## src/rtl/core/arp_cache_and_responder_top_macros.svh

```systemverilog
// assertion macros for the arp cache and responder
`ifndef ARP_CACHE_AND_RESPONDER_TOP_MACROS_SVH
`define ARP_CACHE_AND_RESPONDER_TOP_MACROS_SVH

// property that must hold on every clock edge out of reset
`define ARPC_ASSERT_ALWAYS(lbl, clk, rst_n, prop, msg) \
    lbl: assert property (@(posedge clk) disable iff (!rst_n) (prop)) else $error(msg);

// condition in one cycle implies a condition in the next
`define ARPC_ASSERT_NEXT(lbl, clk, rst_n, ante, cons, msg) \
    lbl: assert property (@(posedge clk) disable iff (!rst_n) (ante) |=> (cons)) else $error(msg);

`endif

```

## src/rtl/core/arpc_pkg.sv

```systemverilog
// package with request, response and state types of the arp cache
`default_nettype none
package arpc_pkg;

    localparam int unsigned IP_W  = 32;
    localparam int unsigned MAC_W = 48;
    localparam int unsigned OP_W  = 16;
    localparam int unsigned LEN_W = 16;

    localparam logic MODE_LOOKUP = 1'b0;
    localparam logic MODE_PACKET = 1'b1;

    localparam logic [OP_W-1:0] OPCODE_REQUEST = 16'd1;

    typedef struct packed {
        logic             mode;
        logic [IP_W-1:0]  ip;
        logic [MAC_W-1:0] mac;
        logic [OP_W-1:0]  opcode;
        logic [IP_W-1:0]  tgt_ip;
        logic [LEN_W-1:0] frame_length;
    } t_arp_req;

    typedef struct packed {
        logic             hit;
        logic [MAC_W-1:0] found_mac;
        logic             accepted;
        logic             send_reply;
        logic [MAC_W-1:0] reply_mac;
        logic [IP_W-1:0]  reply_ip;
    } t_arp_rsp;

    typedef enum logic [1:0] {
        ST_IDLE,
        ST_SCAN,
        ST_FINISH
    } t_state;

endpackage
`default_nettype wire

```

## src/rtl/core/arp_cache_and_responder_top.sv

```systemverilog
// arp cache and responder: table scan sequencer, shared compare unit and entry ram
//
// channel   direction  handshake               payload
// request   in         start high, busy low    i_req  (arpc_pkg::t_arp_req)
// response  out        o_rsp_vld for one cycle o_rsp  (arpc_pkg::t_arp_rsp)
// config    in         i_cfg_we                i_cfg_data (local ip)
//
// while busy the sequencer reads one table entry per cycle through the ram read port
// (state scan), checks each registered row in the single ip comparator, then in state
// finish compares the target ip and, for a long packet frame, writes the entry back
// the response strobe rises as busy falls; a new request may be accepted in the strobe
// cycle itself, so each request is taken only after the previous one is complete
// synchronous reset clears all entry valid bits, the local ip and the sequencer
// the receiver cannot stall the response
`default_nettype none
`include "arp_cache_and_responder_top_macros.svh"
module arp_cache_and_responder_top #(
    parameter int unsigned ENTRIES         = 16,
    parameter int unsigned MIN_FRAME_BYTES = 42
) (
    input  wire logic              i_clk,
    input  wire logic              i_rst_n,
    input  wire logic              start,
    output logic                   busy,
    input  wire arpc_pkg::t_arp_req i_req,
    output logic                   o_rsp_vld,
    output arpc_pkg::t_arp_rsp     o_rsp,
    input  wire logic              i_cfg_we,
    input  wire logic [31:0]       i_cfg_data
);

    localparam int unsigned IW     = (ENTRIES > 1) ? $clog2(ENTRIES) : 1;
    localparam int unsigned CW     = $clog2(ENTRIES + 1);
    localparam int unsigned ROW_W  = arpc_pkg::IP_W + arpc_pkg::MAC_W;
    localparam logic [IW-1:0] LAST_IDX = IW'(ENTRIES - 1);
    localparam logic [CW-1:0] CNT_END  = CW'(ENTRIES);
    localparam logic [arpc_pkg::LEN_W-1:0] MIN_LEN = arpc_pkg::LEN_W'(MIN_FRAME_BYTES);

    arpc_pkg::t_state   r_state, n_state;
    arpc_pkg::t_arp_req r_req, n_req;
    arpc_pkg::t_arp_rsp r_rsp, n_rsp;
    logic               r_rsp_vld, n_rsp_vld;
    logic [31:0]        r_local_ip, n_local_ip;
    logic [ENTRIES-1:0] r_valid, n_valid;

    logic [CW-1:0]      r_rd_cnt, n_rd_cnt;
    logic               r_cmp_vld, n_cmp_vld;
    logic [IW-1:0]      r_cmp_idx, n_cmp_idx;
    logic               r_hit, n_hit;
    logic [IW-1:0]      r_hit_idx, n_hit_idx;
    logic [arpc_pkg::MAC_W-1:0] r_hit_mac, n_hit_mac;
    logic               r_free, n_free;
    logic [IW-1:0]      r_free_idx, n_free_idx;

    logic               ram_we, ram_re;
    logic [IW-1:0]      ram_waddr, ram_raddr;
    logic [ROW_W-1:0]   ram_wdata, ram_rdata;
    logic [arpc_pkg::IP_W-1:0]  row_ip;
    logic [arpc_pkg::MAC_W-1:0] row_mac;

    logic [arpc_pkg::IP_W-1:0] cmp_a, cmp_b;
    logic               cmp_eq;
    logic               long_frame;
    logic               do_reply;
    logic [IW-1:0]      wr_idx;

    arpc_ram #(
        .WIDTH (ROW_W),
        .DEPTH (ENTRIES),
        .AW    (IW)
    ) u_ram (
        .i_clk   (i_clk),
        .i_we    (ram_we),
        .i_waddr (ram_waddr),
        .i_wdata (ram_wdata),
        .i_re    (ram_re),
        .i_raddr (ram_raddr),
        .o_rdata (ram_rdata)
    );

    assign row_ip  = ram_rdata[ROW_W-1 -: arpc_pkg::IP_W];
    assign row_mac = ram_rdata[arpc_pkg::MAC_W-1:0];

    // shared ip comparator
    always_comb begin
        if (r_state == arpc_pkg::ST_FINISH) begin
            cmp_a = r_req.tgt_ip;
            cmp_b = r_local_ip;
        end else begin
            cmp_a = row_ip;
            cmp_b = r_req.ip;
        end
    end
    assign cmp_eq = (cmp_a == cmp_b);

    assign long_frame = !(r_req.frame_length < MIN_LEN);
    assign do_reply   = long_frame && (r_req.opcode == arpc_pkg::OPCODE_REQUEST) && cmp_eq;
    assign wr_idx     = r_hit ? r_hit_idx : (r_free ? r_free_idx : '0);

    always_comb begin
        n_state    = r_state;
        n_req      = r_req;
        n_rsp      = r_rsp;
        n_rsp_vld  = 1'b0;
        n_local_ip = r_local_ip;
        n_valid    = r_valid;
        n_rd_cnt   = r_rd_cnt;
        n_cmp_vld  = 1'b0;
        n_cmp_idx  = r_cmp_idx;
        n_hit      = r_hit;
        n_hit_idx  = r_hit_idx;
        n_hit_mac  = r_hit_mac;
        n_free     = r_free;
        n_free_idx = r_free_idx;
        ram_we     = 1'b0;
        ram_waddr  = wr_idx;
        ram_wdata  = {r_req.ip, r_req.mac};
        ram_re     = 1'b0;
        ram_raddr  = r_rd_cnt[IW-1:0];

        if (i_cfg_we) begin
            n_local_ip = i_cfg_data;
        end

        case (r_state)
            arpc_pkg::ST_IDLE: begin
                if (start) begin
                    n_req    = i_req;
                    n_rd_cnt = '0;
                    n_hit    = 1'b0;
                    n_free   = 1'b0;
                    n_state  = arpc_pkg::ST_SCAN;
                end
            end
            arpc_pkg::ST_SCAN: begin
                if (r_rd_cnt < CNT_END) begin
                    ram_re    = 1'b1;
                    n_rd_cnt  = r_rd_cnt + 1'b1;
                    n_cmp_vld = 1'b1;
                    n_cmp_idx = r_rd_cnt[IW-1:0];
                end
                if (r_cmp_vld) begin
                    if (r_valid[r_cmp_idx] && cmp_eq && !r_hit) begin
                        n_hit     = 1'b1;
                        n_hit_idx = r_cmp_idx;
                        n_hit_mac = row_mac;
                    end
                    if (!r_valid[r_cmp_idx] && !r_free) begin
                        n_free     = 1'b1;
                        n_free_idx = r_cmp_idx;
                    end
                    if (r_cmp_idx == LAST_IDX) begin
                        n_state = arpc_pkg::ST_FINISH;
                    end
                end
            end
            arpc_pkg::ST_FINISH: begin
                n_rsp     = '0;
                n_rsp_vld = 1'b1;
                n_state   = arpc_pkg::ST_IDLE;
                if (r_req.mode == arpc_pkg::MODE_LOOKUP) begin
                    n_rsp.hit       = r_hit;
                    n_rsp.found_mac = r_hit ? r_hit_mac : '0;
                end else if (long_frame) begin
                    ram_we          = 1'b1;
                    n_valid[wr_idx] = 1'b1;
                    n_rsp.accepted  = 1'b1;
                    if (do_reply) begin
                        n_rsp.send_reply = 1'b1;
                        n_rsp.reply_mac  = r_req.mac;
                        n_rsp.reply_ip   = r_req.ip;
                    end
                end
            end
            default: begin
                n_state = arpc_pkg::ST_IDLE;
            end
        endcase
    end

    always_ff @(posedge i_clk) begin
        if (!i_rst_n) begin
            r_state    <= arpc_pkg::ST_IDLE;
            r_rsp_vld  <= 1'b0;
            r_local_ip <= '0;
            r_valid    <= '0;
            r_cmp_vld  <= 1'b0;
            r_hit      <= 1'b0;
            r_free     <= 1'b0;
            r_rd_cnt   <= '0;
        end else begin
            r_state    <= n_state;
            r_rsp_vld  <= n_rsp_vld;
            r_local_ip <= n_local_ip;
            r_valid    <= n_valid;
            r_cmp_vld  <= n_cmp_vld;
            r_hit      <= n_hit;
            r_free     <= n_free;
            r_rd_cnt   <= n_rd_cnt;
        end
        r_req      <= n_req;
        r_rsp      <= n_rsp;
        r_cmp_idx  <= n_cmp_idx;
        r_hit_idx  <= n_hit_idx;
        r_hit_mac  <= n_hit_mac;
        r_free_idx <= n_free_idx;
    end

    assign busy      = (r_state != arpc_pkg::ST_IDLE);
    assign o_rsp_vld = r_rsp_vld;
    assign o_rsp     = r_rsp;

    `ARPC_ASSERT_NEXT(a_accept_busy, i_clk, i_rst_n, start && !busy, busy, "accepted request did not raise busy")
    `ARPC_ASSERT_NEXT(a_rsp_single, i_clk, i_rst_n, o_rsp_vld, !o_rsp_vld, "response strobe longer than one cycle")
    `ARPC_ASSERT_ALWAYS(a_hit_vs_learn, i_clk, i_rst_n, !(o_rsp_vld && o_rsp.hit && o_rsp.accepted), "lookup hit and packet learn in one response")
    `ARPC_ASSERT_ALWAYS(a_reply_needs_learn, i_clk, i_rst_n, !(o_rsp_vld && o_rsp.send_reply && !o_rsp.accepted), "reply requested for a packet that was not learned")

endmodule
`default_nettype wire

```

## src/rtl/core/arpc_ram.sv

```systemverilog
// generic single write port ram with registered read
`default_nettype none
module arpc_ram #(
    parameter int unsigned WIDTH = 80,
    parameter int unsigned DEPTH = 16,
    parameter int unsigned AW    = (DEPTH > 1) ? $clog2(DEPTH) : 1
) (
    input  wire logic             i_clk,
    input  wire logic             i_we,
    input  wire logic [AW-1:0]    i_waddr,
    input  wire logic [WIDTH-1:0] i_wdata,
    input  wire logic             i_re,
    input  wire logic [AW-1:0]    i_raddr,
    output logic      [WIDTH-1:0] o_rdata
);

    logic [WIDTH-1:0] r_mem [DEPTH];
    logic [WIDTH-1:0] r_rdata;

    always_ff @(posedge i_clk) begin
        if (i_we) begin
            r_mem[i_waddr] <= i_wdata;
        end
        if (i_re) begin
            r_rdata <= r_mem[i_raddr];
        end
    end

    assign o_rdata = r_rdata;

endmodule
`default_nettype wire

```

## config.mk

```make
export PLATFORM = sky130hd
export DESIGN_NAME = arp_cache_and_responder_top
export DESIGN_NICKNAME = d
export VERILOG_FILES = /design/src/rtl/core/arpc_pkg.sv /design/src/rtl/core/arp_cache_and_responder_top.sv /design/src/rtl/core/arpc_ram.sv
export VERILOG_INCLUDE_DIRS = /design/src /design/src/rtl/core
export SDC_FILE = /design/constraint.sdc
export NUM_CORES = 1
export LEC_CHECK = 0
export BUFFER_PORTS_ARGS = -buffer_cell sky130_fd_sc_hd__buf_2
export CAP_MARGIN = 40
export CORE_UTILIZATION = 45
export CTS_CLUSTER_SIZE = 10
export DETAILED_ROUTE_END_ITERATION = 10
export PLACE_DENSITY = 0.7
export SETUP_SLACK_MARGIN = 0.02
export SYNTH_ARGS = -nofsm -noshare
export SYNTH_HDL_FRONTEND = slang
export SYNTH_HIERARCHICAL = 1
export SYNTH_SLANG_ARGS = --single-unit
```

## constraint.sdc

```tcl
create_clock -name i_clk -period 18.6 [get_ports i_clk]
set_clock_uncertainty 0.05 [all_clocks]
set_input_delay 1.86 -clock i_clk [delete_from_list [all_inputs] [get_ports i_clk]]
set_output_delay 1.86 -clock i_clk [all_outputs]
set_load 0.01 [all_outputs]
```

# Word-level counts from Yosys, hierarchy flattened
# Memory sizes are Yosys's and may differ from the RTL's. A register that Yosys moved wholly into a read port is not among the register bits.
# Cells that the tools add are included.
# classes
addsub,1
order_cmp,5
reduce_logical,25
eq_ne,11
n_mux,32
bitwise,5
# ops
op,count
$mux W82,1
$mux W81,1
$mux W32,2
$eq A32 B32 Y1,1
$eq A16 B1 Y1 const B,1
$lt A16 B6 Y1 const B,1
$or A16 B16 Y16,1
$mux W1,15
$reduce_and A3 Y1,5
$ne A2 B2 Y1 const B,6
$lt A4 B5 Y1 const B,2
$mux W5,2
$pmux W5 S2,1
$mux W4,2
$reduce_and A4 Y1,2
$logic_and A1 B1 Y1,6
$mux W2,3
$add A5 B1 Y5 const B,1
$lt A5 B5 Y1 const B,1
$bmux W1 S4,1
$demux W1 S4,1
$eq A4 B4 Y1 const B,1
$ge A4 B1 Y1 const B,1
$logic_not A1 Y1,4
10 further kinds,17
# totals
mem_bits_rw,1280
out_inout_bits,133
mem_count,1
ff_bits,395
wordCells,104
in_bits,181
# mem_list
memory,words,width,read_ports,rd_clocked_by_memory_dff,write_ports,line_no,source
u_ram.r_mem,16,80,1,1,1,arpc_ram.sv:17,logic [WIDTH-1:0] r_mem [DEPTH];

# Logic depth before layout (Yosys ltp)
# logic_depth
ltp_word,8
mapped_depth,7
mapped_depth_nobuf,7

# Hierarchy
# The synthesis kept the hierarchy.
# by_module_without_submodules
mod,cells_per_inst,instances,area_each_um2,seq_area_each_um2
arpc_ram,2054,1,50223.2,40839.2
arp_cache_and_responder_top,803,1,14098.5,11240.8

# Worst setup path after synthesis
# Ideal clock, no wire load.
# synth_timing
path_type,reg-to-reg
startpoint,reg r_state[1]
endpoint,mem u_ram.r_mem[0][0] (enable)
period_less_slack_ns,13.953
stages_incl_launch_ff,6
setup_slack_ns,4.647
required_time_ns,17.934
setup_ns,0.616
n_path_buf,0
arrival_time_ns,13.287
path_cell_list,dfxtp_1 -> nor2b_1 -> nand2_1 -> inv_1 -> or3b_2 -> nor3_1
# synth_between
elab_chain_len,4
# synth_rtl
element,line_no,source
"start, declared",arp_cache_and_responder_top.sv:39,"arpc_pkg::t_state r_state, n_state;"
"start signal, assigned",arp_cache_and_responder_top.sv:183,r_state <= arpc_pkg::ST_IDLE;
"start signal, assigned",arp_cache_and_responder_top.sv:192,r_state <= n_state;
$eq A2 B2 Y1,arp_cache_and_responder_top.sv:125,case (r_state)
$mux W1,arp_cache_and_responder_top.sv:125,
named net ram_we,arp_cache_and_responder_top.sv:55,"logic ram_we, ram_re;"
$mux W1,arpc_ram.sv:21,if (i_we) begin
$mux W1 (implied by the code),arpc_ram.sv:22,r_mem[i_waddr] <= i_wdata;
"end, declared",arpc_ram.sv:17,
# The timed path passes the listed nets, and every way through them passes these cells.

# Final worst setup path
# layout_timing
startpoint,reg r_hit
endpoint,mem u_ram.r_mem[2][71] (enable)
# layout_between
elab_chain_len,1
# layout_rtl
element,line_no,source
"start, declared",arp_cache_and_responder_top.sv:49,"logic r_hit, n_hit;"
"start signal, assigned",arp_cache_and_responder_top.sv:197,r_hit <= n_hit;
$mux W4,arp_cache_and_responder_top.sv:98,assign wr_idx = r_hit ? r_hit_idx : (r_free ? r_free_idx : '0);
named net ram_waddr[2],arp_cache_and_responder_top.sv:56,"logic [IW-1:0] ram_waddr, ram_raddr;"
# The timed path passes the listed nets, and every way through them passes these cells.

==> results.sh <==
export IMPL_cts_resized_gates=0
export IMPL_synth_edf_count=1695
export IMPL_nNetsFinal=3505
export IMPL_dominantRegCellSynth="edfxtp_1"
export IMPL_drtIter0Drc=2753
export IMPL_cpLargestDelayFamily="buffers and inverters"
export IMPL_viasPerCell=5.70
export IMPL_h_tree_depth=4
export IMPL_rsz0062_at_grt="false"
export IMPL_wl_per_cell_um=27.2
export IMPL_worstSetupPathType="register to register"
export IMPL_p_leak_nw=23.8
export IMPL_setup_viol=0
export IMPL_tns_ps=0
export IMPL_maxSlewViolCount=0
export IMPL_globalRouteOverflowTotal=0
export IMPL_design_core_area_mm2=0.142
export IMPL_path_cells="nor2b_1 > a22oi_1 > inv_1 > or3b_2 > nor2_4 > buf_4 > buf_4 > buf_12"
export IMPL_postSynthCellCount=2857
export IMPL_ys_types=41
export IMPL_syn_avg_cell_area_um2=22.5
export IMPL_totalWireLength_um=143000
export IMPL_num_vias=30000
export IMPL_clk_latency_ps=810
export IMPL_post_dp_hpwl_um=75000
export IMPL_slowest_delay_ps=630
export IMPL_rows=138
export IMPL_synthArstFlopShare=0
export IMPL_dp_cells=5013
export IMPL_tightest_slew_ps=917
export IMPL_worst_ep_required_time_ps=19040
export IMPL_fin_crit_sh=0.209
export IMPL_path_buf_inv=4
export IMPL_max_vdd_ir_drop_mv=0.103
export IMPL_ioPinCount=314
export IMPL_max_cap_viol_count=0
export IMPL_clock_path_buffers=3
export IMPL_hold_class="register to register"
export IMPL_ant_nets=0
export IMPL_syn_to_final_growth_pct=15.5
export IMPL_clock_fmax_mhz=257
export IMPL_cts_root_buf="clkbuf_16"
export IMPL_cts_setup_buffers=0
export IMPL_ys_warn_count=6
export IMPL_outcome="completed"
export IMPL_cp_startpoint="r_hit$_SDFFE_PN0P_"
export IMPL_clock_sinks=1754
export IMPL_first_global_vias=31200
export IMPL_grt_pass1_wl_um=208000
export IMPL_die_x_um=380
export IMPL_numPortBuffers=312
export IMPL_synth_seq_area_share=0.810
export IMPL_cts_tree="done"
export IMPL_die_area_mm2=0.144
export IMPL_power_density_mw_per_mm2=108
export IMPL_rr_startpoint="r_hit$_SDFFE_PN0P_"
export IMPL_critical_path_max_fanout=34
export IMPL_grt_start_max_net_pins=99
export IMPL_firstDrtPassIters=6
export IMPL_gp_congestion=0.735
export IMPL_drc=0
export IMPL_drive_gt1_frac=0.290
export IMPL_min_from="u_ram/o_rdata[1]$_DFFE_PP_"
export IMPL_hold_viol=0
export IMPL_synthesis_area_mm2=0.0643
export IMPL_start_kind="register"
export IMPL_cpMostUsedCell="buf_4"
export IMPL_hold_ws_ps=333
export IMPL_die_h_um=380
export IMPL_cts_buffers=198
export IMPL_fin_cells=5265
export IMPL_arrival_ps=4320
export IMPL_grt_usage=0.198
export IMPL_period_needed_ps=3880
export IMPL_relSlewSlack=0.389
export IMPL_antenna_found_initial=11
export IMPL_start_util=0.454
export IMPL_slowest_stage="or3b_2"
export IMPL_endpoint_kind="register"
export IMPL_cts_clk_slew_worst_paths_ps=60
export IMPL_syn_nets=3039
export IMPL_postCtsHoldBufs=0
export IMPL_ys_seq_elements=1754
## final timing paths
| kind | cells after the start | endpoint | slack, ps |
|---|---|---|---|
| worst min register to register | 0 | r_hit_mac[1]$_DFFE_PP_ | 330 |
| worst max register to register | 8 | u_ram/r_mem[2][71]$_DFFE_PP_ | 14720 |
| worst min-delay path | 0 | r_hit_mac[1]$_DFFE_PP_ | 330 |
| worst max-delay path | 8 | u_ram/r_mem[2][71]$_DFFE_PP_ | 14720 |
## synth_stat cells (17+ instances only)
library cell,number,share of area
a22oi_1,163,0.019
edfxtp_1,1695,0.79
nor2b_1,38,0.0037
nor2_1,26,0.0015
clkbuf_1,59,0.0034
and2_1,84,0.0082
xor2_1,30,0.0041
nand2_1,91,0.0053
a22o_1,17,0.0023
dfxtp_1,59,0.018
xnor2_1,36,0.0049
mux4_2,323,0.11
mux2i_1,33,0.0051
and3_1,52,0.0051
buf_2,23,0.0018
buf_1,29,0.0017
## per-layer routing
metal | routed length, µm | global-route usage | up-vias
met4 | 3340 | 0.0658 | 4
met2 | 69200 | 0.317 | 1195
met3 | 10600 | 0.0414 | 221
met1 | 60100 | 0.273 | 15900
li1 | - | - | 12700
met5 | 30 | 0 | -
## layout make-up
class	instances	area, µm²
multi-input cells	957	11700
inverters	9	41.3
fillers	10700	67500
well taps	1890	2360
diodes	2	5.00
flip-flops and latches	1754	52100
clock inverters	22	290
clock buffers	228	5130
repair buffers	403	2680
## stage by stage
stage | worst slack [ps] | utilization | instance area, µm² | power, mW
floorplan | 4650 | - | 64300 | 4.65
detailed placement | 14360 | 0.486 | 68900 | 4.74
CTS | 14670 | 0.524 | 74300 | 8.13
finish | 14720 | 0.524 | 74300 | 8.04
global placement | 14320 | 0.481 | 68300 | 4.73
global route | 14520 | 0.524 | 74300 | 8.27
## state kept, by name, summed over array words and instances (netlist names)
signal and count:
r_cmp_idx 4, r_hit_idx 4, u_ram/r_mem 1280, r_valid 16
r_cmp_vld 1, r_rd_cnt 5, r_state 2, u_ram/o_rdata 80
o_rsp_vld 1, r_free_idx 4, r_hit 1, r_hit_mac 48
r_req 144, r_free 1, r_local_ip 32, o_rsp 131
## worst register-to-register path: stages, from the launching register on
cell and delay [ps]:
dfxtp_2 600, nor2b_1 180, a22oi_1 370, inv_1 190
or3b_2 630, nor2_4 110, buf_4 570, buf_4 570
buf_12 290
## report_power, final
group / total, mW / switching [mW] / internal [mW]
clock network: 3.39 / 1.45 / 1.94
registers: 4.44 / 0.0610 / 4.38
logic: 0.218 / 0.109 / 0.110
total: 8.04 / 1.62 / 6.43
## logic make-up (layout without fill, tap and decap cells)
| family | after synthesis | after routing | share of synthesized area |
|---|---|---|---|
| multiplexers | 358 | 358 | 0.119 |
| other | 0 | 2 | 0 |
| XOR/XNOR | 66 | 66 | 0.00899 |
| buffers and inverters | 146 | 662 | 0.0109 |
| AO/OA/AOI/OAI | 190 | 190 | 0.0225 |
| AND/OR/NAND/NOR | 342 | 342 | 0.0287 |
| adder cells (fa/ha/maj) | 1 | 1 | 0.000194 |
| flip-flops | 1754 | 1754 | 0.810 |
## cell usage in the layout, fill, tap and decap left out, types with 4 or more instances in the layout
cell type,synthesis,layout
edfxtp_1,1695,1695
mux4_2,323,323
buf_2,23,312
clkbuf_16,0,201
a22oi_1,163,163
nand2_1,91,91
and2_1,84,83
buf_4,5,64
dfxtp_1,59,56
and3_1,52,52
xnor2_1,36,36
nor2b_1,38,35
mux2i_1,33,33
xor2_1,30,30
clkbuf_1,59,27
a22o_1,17,17
nor2_4,0,14
buf_12,0,14
buf_16,0,13
nor2_1,26,12
nand4_1,11,11
nor4_1,11,11
nor3_1,13,9
inv_1,9,7
inv_6,0,6
nand3_1,5,5
nor3_2,0,4
Note: power is estimated with default switching activity, not from simulation.
